--- src/button_click_classifier_defines.svh ---
// ----------------------------------------------------------------------------
// Button click classifier assertion macros
// Concurrent assertion wrappers; define NO_ASSERTIONS to drop them.
// ----------------------------------------------------------------------------
`ifndef BUTTON_CLICK_CLASSIFIER_DEFINES_SVH
`define BUTTON_CLICK_CLASSIFIER_DEFINES_SVH

`ifndef NO_ASSERTIONS
// Clocked assertion, disabled while the active-low reset is asserted.
`define BCC_ASSERT(lbl, clk, rst_n, prop, msg) \
    lbl: assert property (@(posedge clk) disable iff (!(rst_n)) prop) else $error(msg);
// Clocked assertion that is also checked during reset.
`define BCC_ASSERT_ALWAYS(lbl, clk, prop, msg) \
    lbl: assert property (@(posedge clk) prop) else $error(msg);
`else
`define BCC_ASSERT(lbl, clk, rst_n, prop, msg)
`define BCC_ASSERT_ALWAYS(lbl, clk, prop, msg)
`endif

`endif

--- src/bcc_pkg.sv ---
// ----------------------------------------------------------------------------
// Button click classifier package
// Shared widths, event codes, register indexes and state/config records.
// ----------------------------------------------------------------------------
package bcc_pkg;

    // Timestamp width; time differences wrap modulo 2^TIME_BITS.
    localparam int TIME_BITS = 32;
    localparam int CFG_BITS  = 16;

    typedef logic [TIME_BITS-1:0] t_time;
    typedef logic [CFG_BITS-1:0]  t_cfg_val;

    // Event codes on the result item
    typedef enum logic [1:0] {
        EV_NONE   = 2'd0,
        EV_SHORT  = 2'd1,
        EV_LONG   = 2'd2,
        EV_DOUBLE = 2'd3
    } t_event;

    // Configuration register indexes
    typedef enum logic [1:0] {
        REG_DEBOUNCE   = 2'd0,
        REG_LONG_PRESS = 2'd1,
        REG_DBL_WINDOW = 2'd2,
        REG_DBL_ENABLE = 2'd3
    } t_reg_idx;

    localparam t_cfg_val DEBOUNCE_RST   = 16'd25;
    localparam t_cfg_val LONG_PRESS_RST = 16'd600;
    localparam t_cfg_val DBL_WINDOW_RST = 16'd350;

    typedef struct packed {
        t_cfg_val debounce_time;
        t_cfg_val long_press_time;
        t_cfg_val double_window;
        logic     double_enable;
    } t_cfg;

    typedef struct packed {
        logic  raw_sample;
        t_time change_time;
        logic  stable_level;
        t_time press_time;
        t_time release_time;
        logic  press_handled;
        logic  awaiting_second;
    } t_state;

endpackage

--- src/bcc_classify.sv ---
// ----------------------------------------------------------------------------
// Button click classifier step logic
// Debounce, press classification and next state for one sample.
// ----------------------------------------------------------------------------
module bcc_classify (
    input  bcc_pkg::t_cfg   i_cfg,
    input  bcc_pkg::t_state i_state,
    input  logic            i_level,
    input  bcc_pkg::t_time  i_now,
    output bcc_pkg::t_state o_state,
    output bcc_pkg::t_event o_event
);

    logic           changed;
    bcc_pkg::t_time db_elapsed;
    bcc_pkg::t_time rel_elapsed;
    bcc_pkg::t_time prs_elapsed;
    bcc_pkg::t_time rel_elapsed_n;
    bcc_pkg::t_time prs_elapsed_n;
    logic           take;
    logic           new_press;
    logic           new_release;

    // Wrapping differences against stored timestamps, all in parallel
    assign changed     = (i_level != i_state.raw_sample);
    assign db_elapsed  = changed ? '0 : (i_now - i_state.change_time);
    assign rel_elapsed = i_now - i_state.release_time;
    assign prs_elapsed = i_now - i_state.press_time;
    assign take        = (db_elapsed >= bcc_pkg::t_time'(i_cfg.debounce_time)) &&
                         (i_level != i_state.stable_level);
    assign new_press   = take && i_level;
    assign new_release = take && !i_level;
    // A timestamp taken this sample gives zero elapsed time
    assign prs_elapsed_n = new_press   ? '0 : prs_elapsed;
    assign rel_elapsed_n = new_release ? '0 : rel_elapsed;

    // Classification, first matching rule wins
    always_comb begin
        logic done;
        done    = 1'b0;
        o_state = i_state;
        o_event = bcc_pkg::EV_NONE;

        o_state.raw_sample = i_level;
        if (changed) begin
            o_state.change_time = i_now;
        end

        if (take) begin
            o_state.stable_level = i_level;
            if (i_level) begin
                o_state.press_time    = i_now;
                o_state.press_handled = 1'b0;
                if (i_state.awaiting_second) begin
                    o_state.awaiting_second = 1'b0;
                    done = 1'b1;
                    if (rel_elapsed < bcc_pkg::t_time'(i_cfg.double_window)) begin
                        o_state.press_handled = 1'b1;
                        o_event = bcc_pkg::EV_DOUBLE;
                    end else begin
                        o_event = bcc_pkg::EV_SHORT;
                    end
                end
            end else begin
                o_state.release_time = i_now;
                if (!i_state.press_handled) begin
                    if (!i_cfg.double_enable) begin
                        o_event = bcc_pkg::EV_SHORT;
                        done    = 1'b1;
                    end else begin
                        o_state.awaiting_second = 1'b1;
                    end
                end
            end
        end

        // Held for at least the long threshold
        if (!done && o_state.stable_level && !o_state.press_handled &&
            (prs_elapsed_n >= bcc_pkg::t_time'(i_cfg.long_press_time))) begin
            o_state.press_handled   = 1'b1;
            o_state.awaiting_second = 1'b0;
            o_event = bcc_pkg::EV_LONG;
            done    = 1'b1;
        end

        // Pending single press timed out
        if (!done && o_state.awaiting_second && !o_state.stable_level &&
            (rel_elapsed_n >= bcc_pkg::t_time'(i_cfg.double_window))) begin
            o_state.awaiting_second = 1'b0;
            o_event = bcc_pkg::EV_SHORT;
        end
    end

endmodule

--- src/button_click_classifier.sv ---
// ----------------------------------------------------------------------------
// Button click classifier
// Debounced push-button short, long and double press detector.
// ----------------------------------------------------------------------------
// Usage:
//   Input stream: one item per button sample, carrying the raw level and a
//   free-running millisecond timestamp. Output stream: exactly one item per
//   input item, an event code (none, short, long, double).
//   Config channel: register index and 16-bit data, always ready; write only
//   while no item is in flight.
//   Pipeline: an accepted item passes through two register stages, the input
//   register and the result register, before it is presented on the output.
//   Throughput: one item per cycle while the receiver is ready. The classifier
//   state updates in compare/subtract logic, so each sample sees the previous one.
//   Stall: the result register holds while the receiver stalls; the input
//   register still takes one more item, then input ready drops.
//   Reset: synchronous, active low; clears the classifier state and both valid
//   flags, and loads the register defaults (25, 600, 350, doubles off).
// ----------------------------------------------------------------------------
`include "button_click_classifier_defines.svh"

module button_click_classifier (
    input  logic        i_clk,
    input  logic        i_rst_n,
    // Sample stream
    input  logic        i_s_axis_tvalid,
    output logic        o_s_axis_tready,
    input  logic [39:0] i_s_axis_tdata,   // [0] pressed_level, [32:1] time_now, zero pad
    // Event stream
    output logic        o_m_axis_tvalid,
    input  logic        i_m_axis_tready,
    output logic [7:0]  o_m_axis_tdata,   // [1:0] event_code, zero pad
    // Configuration writes
    input  logic        i_cfg_valid,
    output logic        o_cfg_ready,
    input  logic [1:0]  i_cfg_index,
    input  logic [15:0] i_cfg_data
);

    bcc_pkg::t_cfg   r_cfg;
    bcc_pkg::t_state r_st;
    bcc_pkg::t_state n_st;
    bcc_pkg::t_event n_ev;
    bcc_pkg::t_event r_ev;
    logic            r_in_valid;
    logic            r_level;
    bcc_pkg::t_time  r_now;
    logic            r_out_valid;
    logic            advance;
    logic            in_accept;

    // Pipeline flow control
    assign advance         = !r_out_valid || i_m_axis_tready;
    assign o_s_axis_tready = !r_in_valid || advance;
    assign in_accept       = i_s_axis_tvalid && o_s_axis_tready;
    assign o_cfg_ready     = 1'b1;

    // Configuration registers
    always_ff @(posedge i_clk) begin
        if (!i_rst_n) begin
            r_cfg.debounce_time   <= bcc_pkg::DEBOUNCE_RST;
            r_cfg.long_press_time <= bcc_pkg::LONG_PRESS_RST;
            r_cfg.double_window   <= bcc_pkg::DBL_WINDOW_RST;
            r_cfg.double_enable   <= 1'b0;
        end else if (i_cfg_valid) begin
            case (bcc_pkg::t_reg_idx'(i_cfg_index))
                bcc_pkg::REG_DEBOUNCE:   r_cfg.debounce_time   <= i_cfg_data;
                bcc_pkg::REG_LONG_PRESS: r_cfg.long_press_time <= i_cfg_data;
                bcc_pkg::REG_DBL_WINDOW: r_cfg.double_window   <= i_cfg_data;
                bcc_pkg::REG_DBL_ENABLE: r_cfg.double_enable   <= i_cfg_data[0];
                default: ;
            endcase
        end
    end

    // Input register
    always_ff @(posedge i_clk) begin
        if (!i_rst_n) begin
            r_in_valid <= 1'b0;
        end else if (o_s_axis_tready) begin
            r_in_valid <= i_s_axis_tvalid;
        end
    end

    always_ff @(posedge i_clk) begin
        if (in_accept) begin
            r_level <= i_s_axis_tdata[0];
            r_now   <= i_s_axis_tdata[bcc_pkg::TIME_BITS:1];
        end
    end

    // Classification step
    bcc_classify u_classify (
        .i_cfg   (r_cfg),
        .i_state (r_st),
        .i_level (r_level),
        .i_now   (r_now),
        .o_state (n_st),
        .o_event (n_ev)
    );

    // State and result register
    always_ff @(posedge i_clk) begin
        if (!i_rst_n) begin
            r_st        <= '0;
            r_out_valid <= 1'b0;
        end else if (advance) begin
            r_out_valid <= r_in_valid;
            if (r_in_valid) begin
                r_st <= n_st;
            end
        end
    end

    always_ff @(posedge i_clk) begin
        if (advance && r_in_valid) begin
            r_ev <= n_ev;
        end
    end

    assign o_m_axis_tvalid = r_out_valid;
    assign o_m_axis_tdata  = {6'd0, r_ev};

    // Checks
    `BCC_ASSERT(a_step_to_result, i_clk, i_rst_n, (r_in_valid && advance) |=> r_out_valid, "sample in input register did not reach the result register")
    `BCC_ASSERT(a_long_marks_handled, i_clk, i_rst_n, (r_in_valid && advance && n_ev == bcc_pkg::EV_LONG) |=> r_st.press_handled, "long press left the press unhandled")
    `BCC_ASSERT_ALWAYS(a_wait_while_released, i_clk, r_st.awaiting_second |-> !r_st.stable_level, "awaiting second press while button is down")

endmodule
--- config.mk ---
export PLATFORM = sky130hd
export DESIGN_NAME = button_click_classifier
export DESIGN_NICKNAME = d
export VERILOG_FILES = /design/src/bcc_pkg.sv /design/src/bcc_classify.sv /design/src/button_click_classifier.sv
export VERILOG_INCLUDE_DIRS = /design/src /design/src/src
export SDC_FILE = /design/constraint.sdc
export NUM_CORES = 1
export LEC_CHECK = 0
export ABC_AREA = 1
export BUFFER_PORTS_ARGS = -buffer_cell sky130_fd_sc_hd__buf_2
export CORE_MARGIN = 5
export CORE_UTILIZATION = 30
export CTS_CLUSTER_SIZE = 12
export DETAILED_ROUTE_END_ITERATION = 10
export PLACE_DENSITY = 0.55
export SLEW_MARGIN = 20
export SYNTH_ARGS = -nofsm -noshare
export SYNTH_HDL_FRONTEND = slang
export SYNTH_HIERARCHICAL = 1
export SYNTH_SLANG_ARGS = --single-unit
--- constraint.sdc ---
create_clock -name i_clk -period 7.2 [get_ports i_clk]
set_clock_uncertainty 0.2 [all_clocks]
set_input_delay 1.44 -clock i_clk [delete_from_list [all_inputs] [get_ports i_clk]]
set_output_delay 1.44 -clock i_clk [all_outputs]
set_load 0.01 [all_outputs]
==> run metrics, run 1 <==
Post-synth EDFFs=35; first-pass GRT wire length=87.9 mm; post-DP HPWL=44.6 mm; Critical Path Sink Type=flip-flop; post-route minimum period=approximately 6100 ps; count leader, synth=nand2_1; clk sinks=around 190; Tightest Pin Transition=948 ps; Top FF cell, synth=dfxtp_1; max incr delay on CP=540 ps; CP most frequent cell=nand2_1; Area growth, synth to finish=7.70%; R2R Setup Slk=around 1100 ps; H-tree depth=4; PostCTS Resize Cnt=0; Hold/Removal Path Class=flip-flop to flip-flop; Ys Warns=6; clock slew at reported path FFs=80 ps; CTS Buffer Depth=2; worst hold slack=around 280 ps; final worst path period share=0.852; P per Cell Area=approximately 180 nW/µm²; Fin Setup TNS=0 ps; CP startpoint kind=flip-flop; asr flop ratio synth=0; number of DRC markers in iteration 0=1,258; Overall Power=3.55 mW; mapped cell area=between 15,000 and 20,000 µm²; Max Freq=around 0.16 GHz; RSZ-0062 raised after global routing=no; core area=~59,000 µm²; largest net degree at the start of global routing=97; die height=254 µm; Slew Limit Fails=0; ANT cells=0; Synth cell types=50; Yosys reg bits=~190; DR DRC count=0; Worst EP required=approximately 7400 ps; synthesized instance count=3,026; Setup violations, final=0; CTS root buf=clkbuf_16; Register Area=4080 µm²; Worst-Skew Late Latency=~460 ps; # IOs=74; DRT Pass-1 Iters=5; crit path DAT=~6300 ps; synthesized area per cell=roughly 5.9 µm²; area share of the largest cell type after synthesis=0.170; Multi-input gate area=11,000 µm²; Commonest cells post-synth=nand2_1 (803), inv_1 (589), nor2_1 (340), a21oi_1 (245), nand3_1 (236); CP Max Fanout=16; std cell rows=a little under 90; Setup CP Type=flip-flop to flip-flop; final core utilization=0.326; Lkg Pwr=~9.7 nW; Overall Global Routing Usage=0.171; Port Buf Inserts=59; fin nets=~3.2k; Layout fillers=6,649; Max VDD drop=roughly 0.11 mV; vias in the first global route=~17k; post-synthesis sequential area ratio=0.229; dominant cell type by area after synthesis=dfxtp_1; die width=254 µm; postcts setup bufs=0; slowest CP cell=edfxtp_1; Final GP Congestion=0.929; Setup WS post-layout=between 1000 and 1500 ps; Slew HR=0.368; final hold violations=0; final wirelength=between 50 and 60 mm; # hold bufs at CTS=0; antenna-violating nets left=0; fraction of layout cells with a size suffix above 1=0.0541; wire per inst=approximately 15 µm; Initial Utilization=0.303; via count=17.9k; initial antenna violation count=0; CTS tree=yes; Via density=between 4 and 5; largest cells by area after synthesis=dfxtp_1 (17%), nand2_1 (17%), inv_1 (12%), ha_1 (11%), nor2_1 (7.2%); status=completed; max-cap violations=0; dpl ws=1090 ps; die area=around 64,000 µm²; Overflow after GRT=0; CTS Buf Count=17
[critical path, delay by kind of cell, from the launching register on]
kind	cells	cell delay, ps
adders and majority gates	3	1010
DFF	1	540
buffers and inverters	4	390
and+or+nand+nor	23	2840
AOI/OAI and AO/OA	8	1110
[logic make-up after synthesis]
family	Yosys count	synth area share
buffers and inverters	698	0.158
XOR/XNOR	34	0.0167
other	2	0.000421
flip-flops	186	0.229
AND/OR/NAND/NOR	1511	0.357
AO/OA/AOI/OAI	436	0.126
adder cells (fa/ha/maj)	159	0.113
[final timing paths]
kind	to	cells past startpoint	from
setup / recovery	r_st[0]$_SDFFE_PN0P_	38	r_now[6]$_DFFE_PP_
hold / removal	r_cfg[9]$_SDFFE_PN1P_	2	r_cfg[9]$_SDFFE_PN1P_
setup reg to reg	r_st[0]$_SDFFE_PN0P_	38	r_now[6]$_DFFE_PP_
hold reg to reg	r_cfg[9]$_SDFFE_PN1P_	2	r_cfg[9]$_SDFFE_PN1P_
[per-layer routing]
| layer | track usage | up-vias | share of wire |
|---|---|---|---|
| li1 | - | 9448 | - |
| met4 | 0.0704 | 0 | 0.038 |
| met3 | 0.0144 | 89 | 0.036 |
| met5 | 0 | - | 0 |
| met1 | 0.225 | 7966 | 0.46 |
| met2 | 0.290 | 347 | 0.47 |
[state kept, by name, summed over array words and instances (netlist names)]
signal / cells
r_in_valid: 1
o_m_axis_tvalid: 1
r_ev: 2
r_level: 1
r_cfg: 49
r_st: 100
r_now: 32
[layout by cell type, fill, tap and decap left out, types with 4 or more instances in the layout]
cell | synthesis | final
nand3_1 | 236 | 236
inv_1 | 589 | 589
nand2_4 | 3 | 4
o21ai_1 | 21 | 21
o21ai_0 | 146 | 146
nor2_2 | 16 | 16
nor3_1 | 21 | 21
or2_2 | 8 | 8
a21oi_1 | 245 | 245
ha_1 | 156 | 156
nor2_1 | 340 | 340
dfxtp_1 | 151 | 150
buf_4 | 18 | 13
clkbuf_16 | 0 | 17
edfxtp_1 | 35 | 35
nand4_1 | 41 | 41
conb_1 | 2 | 7
nand2_2 | 12 | 13
inv_8 | 0 | 4
inv_6 | 0 | 6
o21a_1 | 5 | 5
nand2_1 | 803 | 801
buf_2 | 59 | 58
nand3b_1 | 9 | 9
xnor2_1 | 11 | 11
nand3_2 | 9 | 9
o21bai_1 | 4 | 4
xor2_1 | 23 | 23
[through the flow]
step                instance area, µm²  std cells
floorplan                        17800       3031
global placement                 18600       3770
detailed placement               18600       3770
CTS                              19200       3802
global route                     19200       3802
finish                           19200       3802
[power breakdown]
group | leakage, nW | switching [mW] | internal, mW
Combinational | 7.80 | 0.891 | 0.469
Sequential | 1.58 | 0.0748 | 1.13
Clock | 0.286 | 0.492 | 0.496
[cell type report]
cell class | count | area share
Inverter | 593 | 0.116
Multi-Input combinational cell | 2147 | 0.571
Timing Repair Buffer | 71 | 0.0202
Clock buffer | 19 | 0.0225
Clock inverter | 13 | 0.00769
Tap cell | 773 | 0.0504
Sequential cell | 186 | 0.212
(Power assumes the default switching activity.)
==> inputs of run 2 (changes only) <==
--- a/config.mk
+++ b/config.mk
@@ -8,11 +8,13 @@
 export LEC_CHECK = 0
 export ABC_AREA = 1
 export BUFFER_PORTS_ARGS = -buffer_cell sky130_fd_sc_hd__buf_2
+export CELL_PAD_IN_SITES_DETAIL_PLACEMENT = 1
+export CELL_PAD_IN_SITES_GLOBAL_PLACEMENT = 2
 export CORE_MARGIN = 5
 export CORE_UTILIZATION = 30
 export CTS_CLUSTER_SIZE = 12
 export DETAILED_ROUTE_END_ITERATION = 10
-export PLACE_DENSITY = 0.55
+export PLACE_DENSITY = 0.84
 export SLEW_MARGIN = 20
 export SYNTH_ARGS = -nofsm -noshare
 export SYNTH_HDL_FRONTEND = slang
==> run metrics, run 2 (synthesized netlist as in run 1, its figures left out) <==
largest registers=r_st: 100 flops, r_cfg: 49 flops, r_now: 32 flops (unchanged); max FFs per register=100 (unchanged); status=completed (unchanged); wire per inst=17.3 µm (was 14.8 µm); Initial Utilization=0.303 (unchanged); Critical Path Sink Type=flip-flop (unchanged); Area growth, synth to finish=7.84% (was 7.70%); max incr delay on CP=570 ps (was 540 ps); Slew Limit Fails=0 (unchanged); Setup violations, final=0 (unchanged); via count=18.8k (was 17.9k); Setup CP Type=flip-flop to flip-flop (unchanged); start point of the worst hold path=r_cfg[33]$_SDFFE_PN1P_ (was r_cfg[9]$_SDFFE_PN1P_); dpl cells=3,767 (was 3,770); die area=64,400 µm² (unchanged); Non-Filler Instances=3,799 (was 3,802); postcts setup bufs=0 (unchanged); sink of the worst hold path=r_cfg[33]$_SDFFE_PN1P_ (was r_cfg[9]$_SDFFE_PN1P_); post-route minimum period=6170 ps (was 6130 ps); die height=254 µm (unchanged); most common cell after layout, fill and taps aside=nand2_1 (unchanged); CP most frequent cell=nand2_1 (unchanged); # IOs=74 (unchanged); final instance area=19,200 µm² (about the same); Worst R2R End=r_st[0]$_SDFFE_PN0P_ (unchanged); largest net degree at the start of global routing=202 (was 97); max-cap violations=0 (unchanged); Via density=4.94 (was 4.69); Overall Global Routing Usage=0.202 (was 0.171); Hold/Removal Path Class=flip-flop to flip-flop (unchanged); final hold violations=0 (unchanged); die width=254 µm (unchanged); Lkg Pwr=9.67 nW (about the same); CTS Buffer Depth=2 (unchanged); CTS root buf=clkbuf_16 (unchanged); PostCTS Resize Cnt=0 (unchanged); Port Buf Inserts=59 (unchanged); vias in the first global route=19.5k (was 16.6k); DR DRC count=0 (unchanged); Overflow after GRT=0 (unchanged); P per Cell Area=189 nW/µm² (was 185 nW/µm²); std cell rows=89 (unchanged); worst hold slack=275 ps (was 277 ps); final wirelength=65.6 mm (was 56.1 mm); post-DP HPWL=53.1 mm (was 44.6 mm); final core utilization=0.326 (about the same); leading cell types in the layout, fill and taps excluded=nand2_1 (801), inv_1 (589), nor2_1 (339) (was nand2_1 (801), inv_1 (589), nor2_1 (340)); final worst path period share=0.857 (was 0.852); largest delay contributor family on the critical path=simple AND/OR/NAND/NOR gates (unchanged); # hold bufs at CTS=0 (unchanged); CP Buf/Inv Count=4 (unchanged); Tightest Pin Transition=1110 ps (was 948 ps); core area=58,900 µm² (unchanged); slowest CP cell=edfxtp_1 (unchanged); Worst EP required=7410 ps (was 7400 ps); number of DRC markers in iteration 0=989 (was 1,258); clk sinks=186 (unchanged); fin nets=3,235 (was 3,238); dpl ws=1020 ps (was 1090 ps); CTS Buf Count=17 (unchanged); ANT cells=0 (unchanged); placed cell area=18,600 µm² (about the same); first-pass GRT wire length=103 mm (was 87.9 mm); largest reg by FF count=r_st (unchanged); hold path cells=2 (unchanged); H-tree depth=4 (unchanged); DRT Pass-1 Iters=5 (unchanged); Setup WS post-layout=1030 ps (was 1070 ps); clock slew at reported path FFs=80 ps (about the same); Final GP Congestion=0.914 (was 0.929); Worst-Skew Late Latency=470 ps (was 460 ps); Fin Setup TNS=0 ps (unchanged); RSZ-0062 raised after global routing=no (unchanged); initial antenna violation count=0 (unchanged); R2R Setup Slk=1030 ps (was 1070 ps); CTS tree=yes (unchanged); crit path DAT=6390 ps (was 6340 ps); antenna-violating nets left=0 (unchanged); CP startpoint kind=flip-flop (unchanged); Worst Reg-to-Reg Cells=38 (unchanged); fraction of layout cells with a size suffix above 1=0.0545 (was 0.0541); Max VDD drop=0.180 mV (was 0.115 mV); CP Max Fanout=16 (unchanged); Max Freq=0.162 GHz (was 0.163 GHz); r2r startpoint=r_now[3]$_DFFE_PP_ (was r_now[6]$_DFFE_PP_); Overall Power=3.62 mW (was 3.55 mW); Slew HR=0.261 (was 0.368)
run 2: changes by cell type in the layout (fill, tap and decap cells not counted), sizes merged:
cell / delta
clkinv: +1
bufinv: -1
inv: -5
clkinvlp: +3
clkbuf: +2
buf: -3
run 2: how the worst max path moves through the flow:
| stage | depth (start not counted) | slack (ps) | from | endpoint |
|---|---|---|---|---|
| finish | 38 | 1030 | r_now[3]$_DFFE_PP_ | r_st[0]$_SDFFE_PN0P_ |
| global route | 39 | 350 | r_now[8]$_DFFE_PP_ | r_st[0]$_SDFFE_PN0P_ |
| CTS | 38 | 980 | r_now[5]$_DFFE_PP_ | r_st[0]$_SDFFE_PN0P_ |
| detailed placement | 38 | 1020 | r_now[5]$_DFFE_PP_ | r_st[0]$_SDFFE_PN0P_ |
| global placement | 39 | 1140 | r_now[8]$_DFFE_PP_ | r_st[0]$_SDFFE_PN0P_ |
| floorplan | 43 | 2160 | r_level$_DFFE_PP_ | r_st[1]$_SDFFE_PN0P_ |
run 2: routing by layer:
layer	GRT usage	wire length, µm	vias to the layer above
met2	0.357	31600	261
met3	0.0158	1680	90
met4	0.0701	2120	0
met5	0	0	-
li1	-	-	9432
met1	0.260	30200	8994
run 2: area by class of cell:
type | instances | area, µm²
flip-flops and latches | 186 | 4080
repair buffers | 68 | 390
multi-input cells | 2147 | 11000
fillers | 7840 | 39700
inverters | 593 | 2230
well taps | 773 | 967
clock buffers | 21 | 492
clock inverters | 11 | 104
run 2: tightest hold or removal path, delay by kind of cell, from the launching register on:
kind             cells  cell delay, ps
flip-flops           1             330
AND/OR/NAND/NOR      2             110
run 2: power breakdown:
| part | switching, mW | total (mW) | internal [mW] | leakage [nW] |
|---|---|---|---|---|
| combinational | 0.946 | 1.42 | 0.476 | 7.80 |
| sequential | 0.0826 | 1.21 | 1.13 | 1.58 |
| clock | 0.487 | 0.990 | 0.503 | 0.286 |
==> inputs of run 3 (changes only) <==
--- a/config.mk
+++ b/config.mk
@@ -7,14 +7,14 @@
 export NUM_CORES = 1
 export LEC_CHECK = 0
 export ABC_AREA = 1
-export BUFFER_PORTS_ARGS = -buffer_cell sky130_fd_sc_hd__buf_2
 export CELL_PAD_IN_SITES_DETAIL_PLACEMENT = 1
 export CELL_PAD_IN_SITES_GLOBAL_PLACEMENT = 2
 export CORE_MARGIN = 5
-export CORE_UTILIZATION = 30
+export CORE_UTILIZATION = 35
 export CTS_CLUSTER_SIZE = 12
 export DETAILED_ROUTE_END_ITERATION = 10
-export PLACE_DENSITY = 0.84
+export DONT_BUFFER_PORTS = 1
+export PLACE_DENSITY_LB_ADDON = 0.1
 export SLEW_MARGIN = 20
 export SYNTH_ARGS = -nofsm -noshare
 export SYNTH_HDL_FRONTEND = slang
==> run metrics, run 3 (synthesized netlist as in run 1, its figures left out) <==
Overall Power=3.64 mW (was 3.62 mW); Area growth, synth to finish=5.79% (was 7.84%); Lkg Pwr=9.47 nW (was 9.67 nW); final instance area=18,900 µm² (was 19,200 µm²); Initial Utilization=0.355 (was 0.303); CTS tree=yes (unchanged); Max Freq=0.157 GHz (was 0.162 GHz); Max VDD drop=0.144 mV (was 0.180 mV); first-pass GRT wire length=103 mm (about the same); Slew Limit Fails=0 (unchanged); Fin Setup TNS=0 ps (unchanged); H-tree depth=4 (unchanged); number of DRC markers in iteration 0=905 (was 989); std cell rows=82 (was 89); Hold/Removal Path Class=flip-flop to flip-flop (unchanged); Worst-Skew Late Latency=500 ps (was 470 ps); CTS Buffer Depth=2 (unchanged); status=completed (unchanged); Critical Path Sink Type=flip-flop (unchanged); via count=18.5k (was 18.8k); CP most frequent cell=nand2_1 (unchanged); # hold bufs at CTS=0 (unchanged); Tightest Pin Transition=873 ps (was 1110 ps); Worst EP required=7440 ps (was 7410 ps); initial antenna violation count=1 (was 0); CTS root buf=clkbuf_16 (unchanged); crit path DAT=6600 ps (was 6390 ps); Via density=5.07 (was 4.94); placed cell area=18,200 µm² (was 18,600 µm²); antenna-violating nets left=0 (unchanged); Multi-input gate area=11,000 µm² (unchanged); die height=236 µm (was 254 µm); core area=50,300 µm² (was 58,900 µm²); final wirelength=66.6 mm (was 65.6 mm); post-route minimum period=6360 ps (was 6170 ps); Worst Reg-to-Reg Cells=38 (unchanged); slowest CP cell=edfxtp_1 (unchanged); max incr delay on CP=570 ps (about the same); DRT Pass-1 Iters=5 (unchanged); vias in the first global route=18.8k (was 19.5k); Setup CP Type=flip-flop to flip-flop (unchanged); Register Area=4080 µm² (unchanged); RSZ-0062 raised after global routing=no (unchanged); CTS Buf Count=17 (unchanged); Overflow after GRT=0 (unchanged); Non-Filler Instances=3,647 (was 3,799); hold path cells=2 (unchanged); die area=55,600 µm² (was 64,400 µm²); largest net degree at the start of global routing=151 (was 202); clock slew at reported path FFs=80 ps (about the same); DR DRC count=0 (unchanged); fraction of layout cells with a size suffix above 1=0.0377 (was 0.0545); wire per inst=18.3 µm (was 17.3 µm); post-DP HPWL=54.6 mm (was 53.1 mm); # IOs=74 (unchanged); final hold violations=0 (unchanged); fin nets=3,183 (was 3,235); max-cap violations=0 (unchanged); dpl cells=3,614 (was 3,767); Final GP Congestion=0.935 (was 0.914); Port Buf Inserts=0 (was 59); CP startpoint kind=flip-flop (unchanged); Overall Global Routing Usage=0.236 (was 0.202); max FFs per register=100 (unchanged); die width=236 µm (was 254 µm); largest registers=r_st: 100 flops, r_cfg: 49 flops, r_now: 32 flops (unchanged); Slew HR=0.418 (was 0.261); final worst path period share=0.884 (was 0.857); Setup violations, final=0 (unchanged); largest reg by FF count=r_st (unchanged); clk sinks=186 (unchanged); Layout fillers=6,851 (was 7,840); CP Max Fanout=15 (was 16); PostCTS Resize Cnt=0 (unchanged); postcts setup bufs=0 (unchanged); leading cell types in the layout, fill and taps excluded=nand2_1 (801), inv_1 (589), nor2_1 (339) (unchanged); most common cell after layout, fill and taps aside=nand2_1 (unchanged); P per Cell Area=193 nW/µm² (was 189 nW/µm²); worst hold slack=268 ps (was 275 ps)
## run 3: worst max-delay path: cells and delay by family, from the launching register on
family	cells	cell delay [ps]
AOI/OAI and AO/OA	8	1340
adders and majority gates	3	1030
buffers and inverters	5	530
DFF	1	570
and+or+nand+nor	22	2600
## run 3: stage by stage
stage               utilization  setup slack, ps
global placement          0.363             1040
finish                    0.375              837
CTS                       0.375              837
floorplan                     -             2160
global route              0.375              463
detailed placement        0.363              876
## run 3: layer usage
layer,GRT usage,share of wire
met1,0.320,0.48
met5,0,0
met4,0.0540,0.017
met3,0.0298,0.030
met2,0.402,0.47
## run 3: final cells by class
class,instances,share of cell area
clock inverters,12,0.00770
well taps,672,0.0446
diodes,1,0.000133
clock buffers,20,0.0254
multi-input cells,2147,0.582
inverters,593,0.118
flip-flops and latches,186,0.216
repair buffers,16,0.00637
## run 3: power breakdown
group	internal [mW]	total, mW	switching (mW)	leakage, nW
Sequential	1.13	1.21	0.0810	1.58
Clock	0.534	1.05	0.517	0.302
Combinational	0.468	1.38	0.911	7.59
Total	2.13	3.64	1.51	9.47
## run 3: path summary, 6_finish.rpt
check,slack [ps],from,end
worst min-delay path,270,r_cfg[36]$_SDFFE_PN1P_,r_cfg[36]$_SDFFE_PN1P_
worst max-delay path,840,r_now[9]$_DFFE_PP_,r_st[0]$_SDFFE_PN0P_
worst max register to register,840,r_now[9]$_DFFE_PP_,r_st[0]$_SDFFE_PN0P_
worst min register to register,270,r_cfg[36]$_SDFFE_PN1P_,r_cfg[36]$_SDFFE_PN1P_
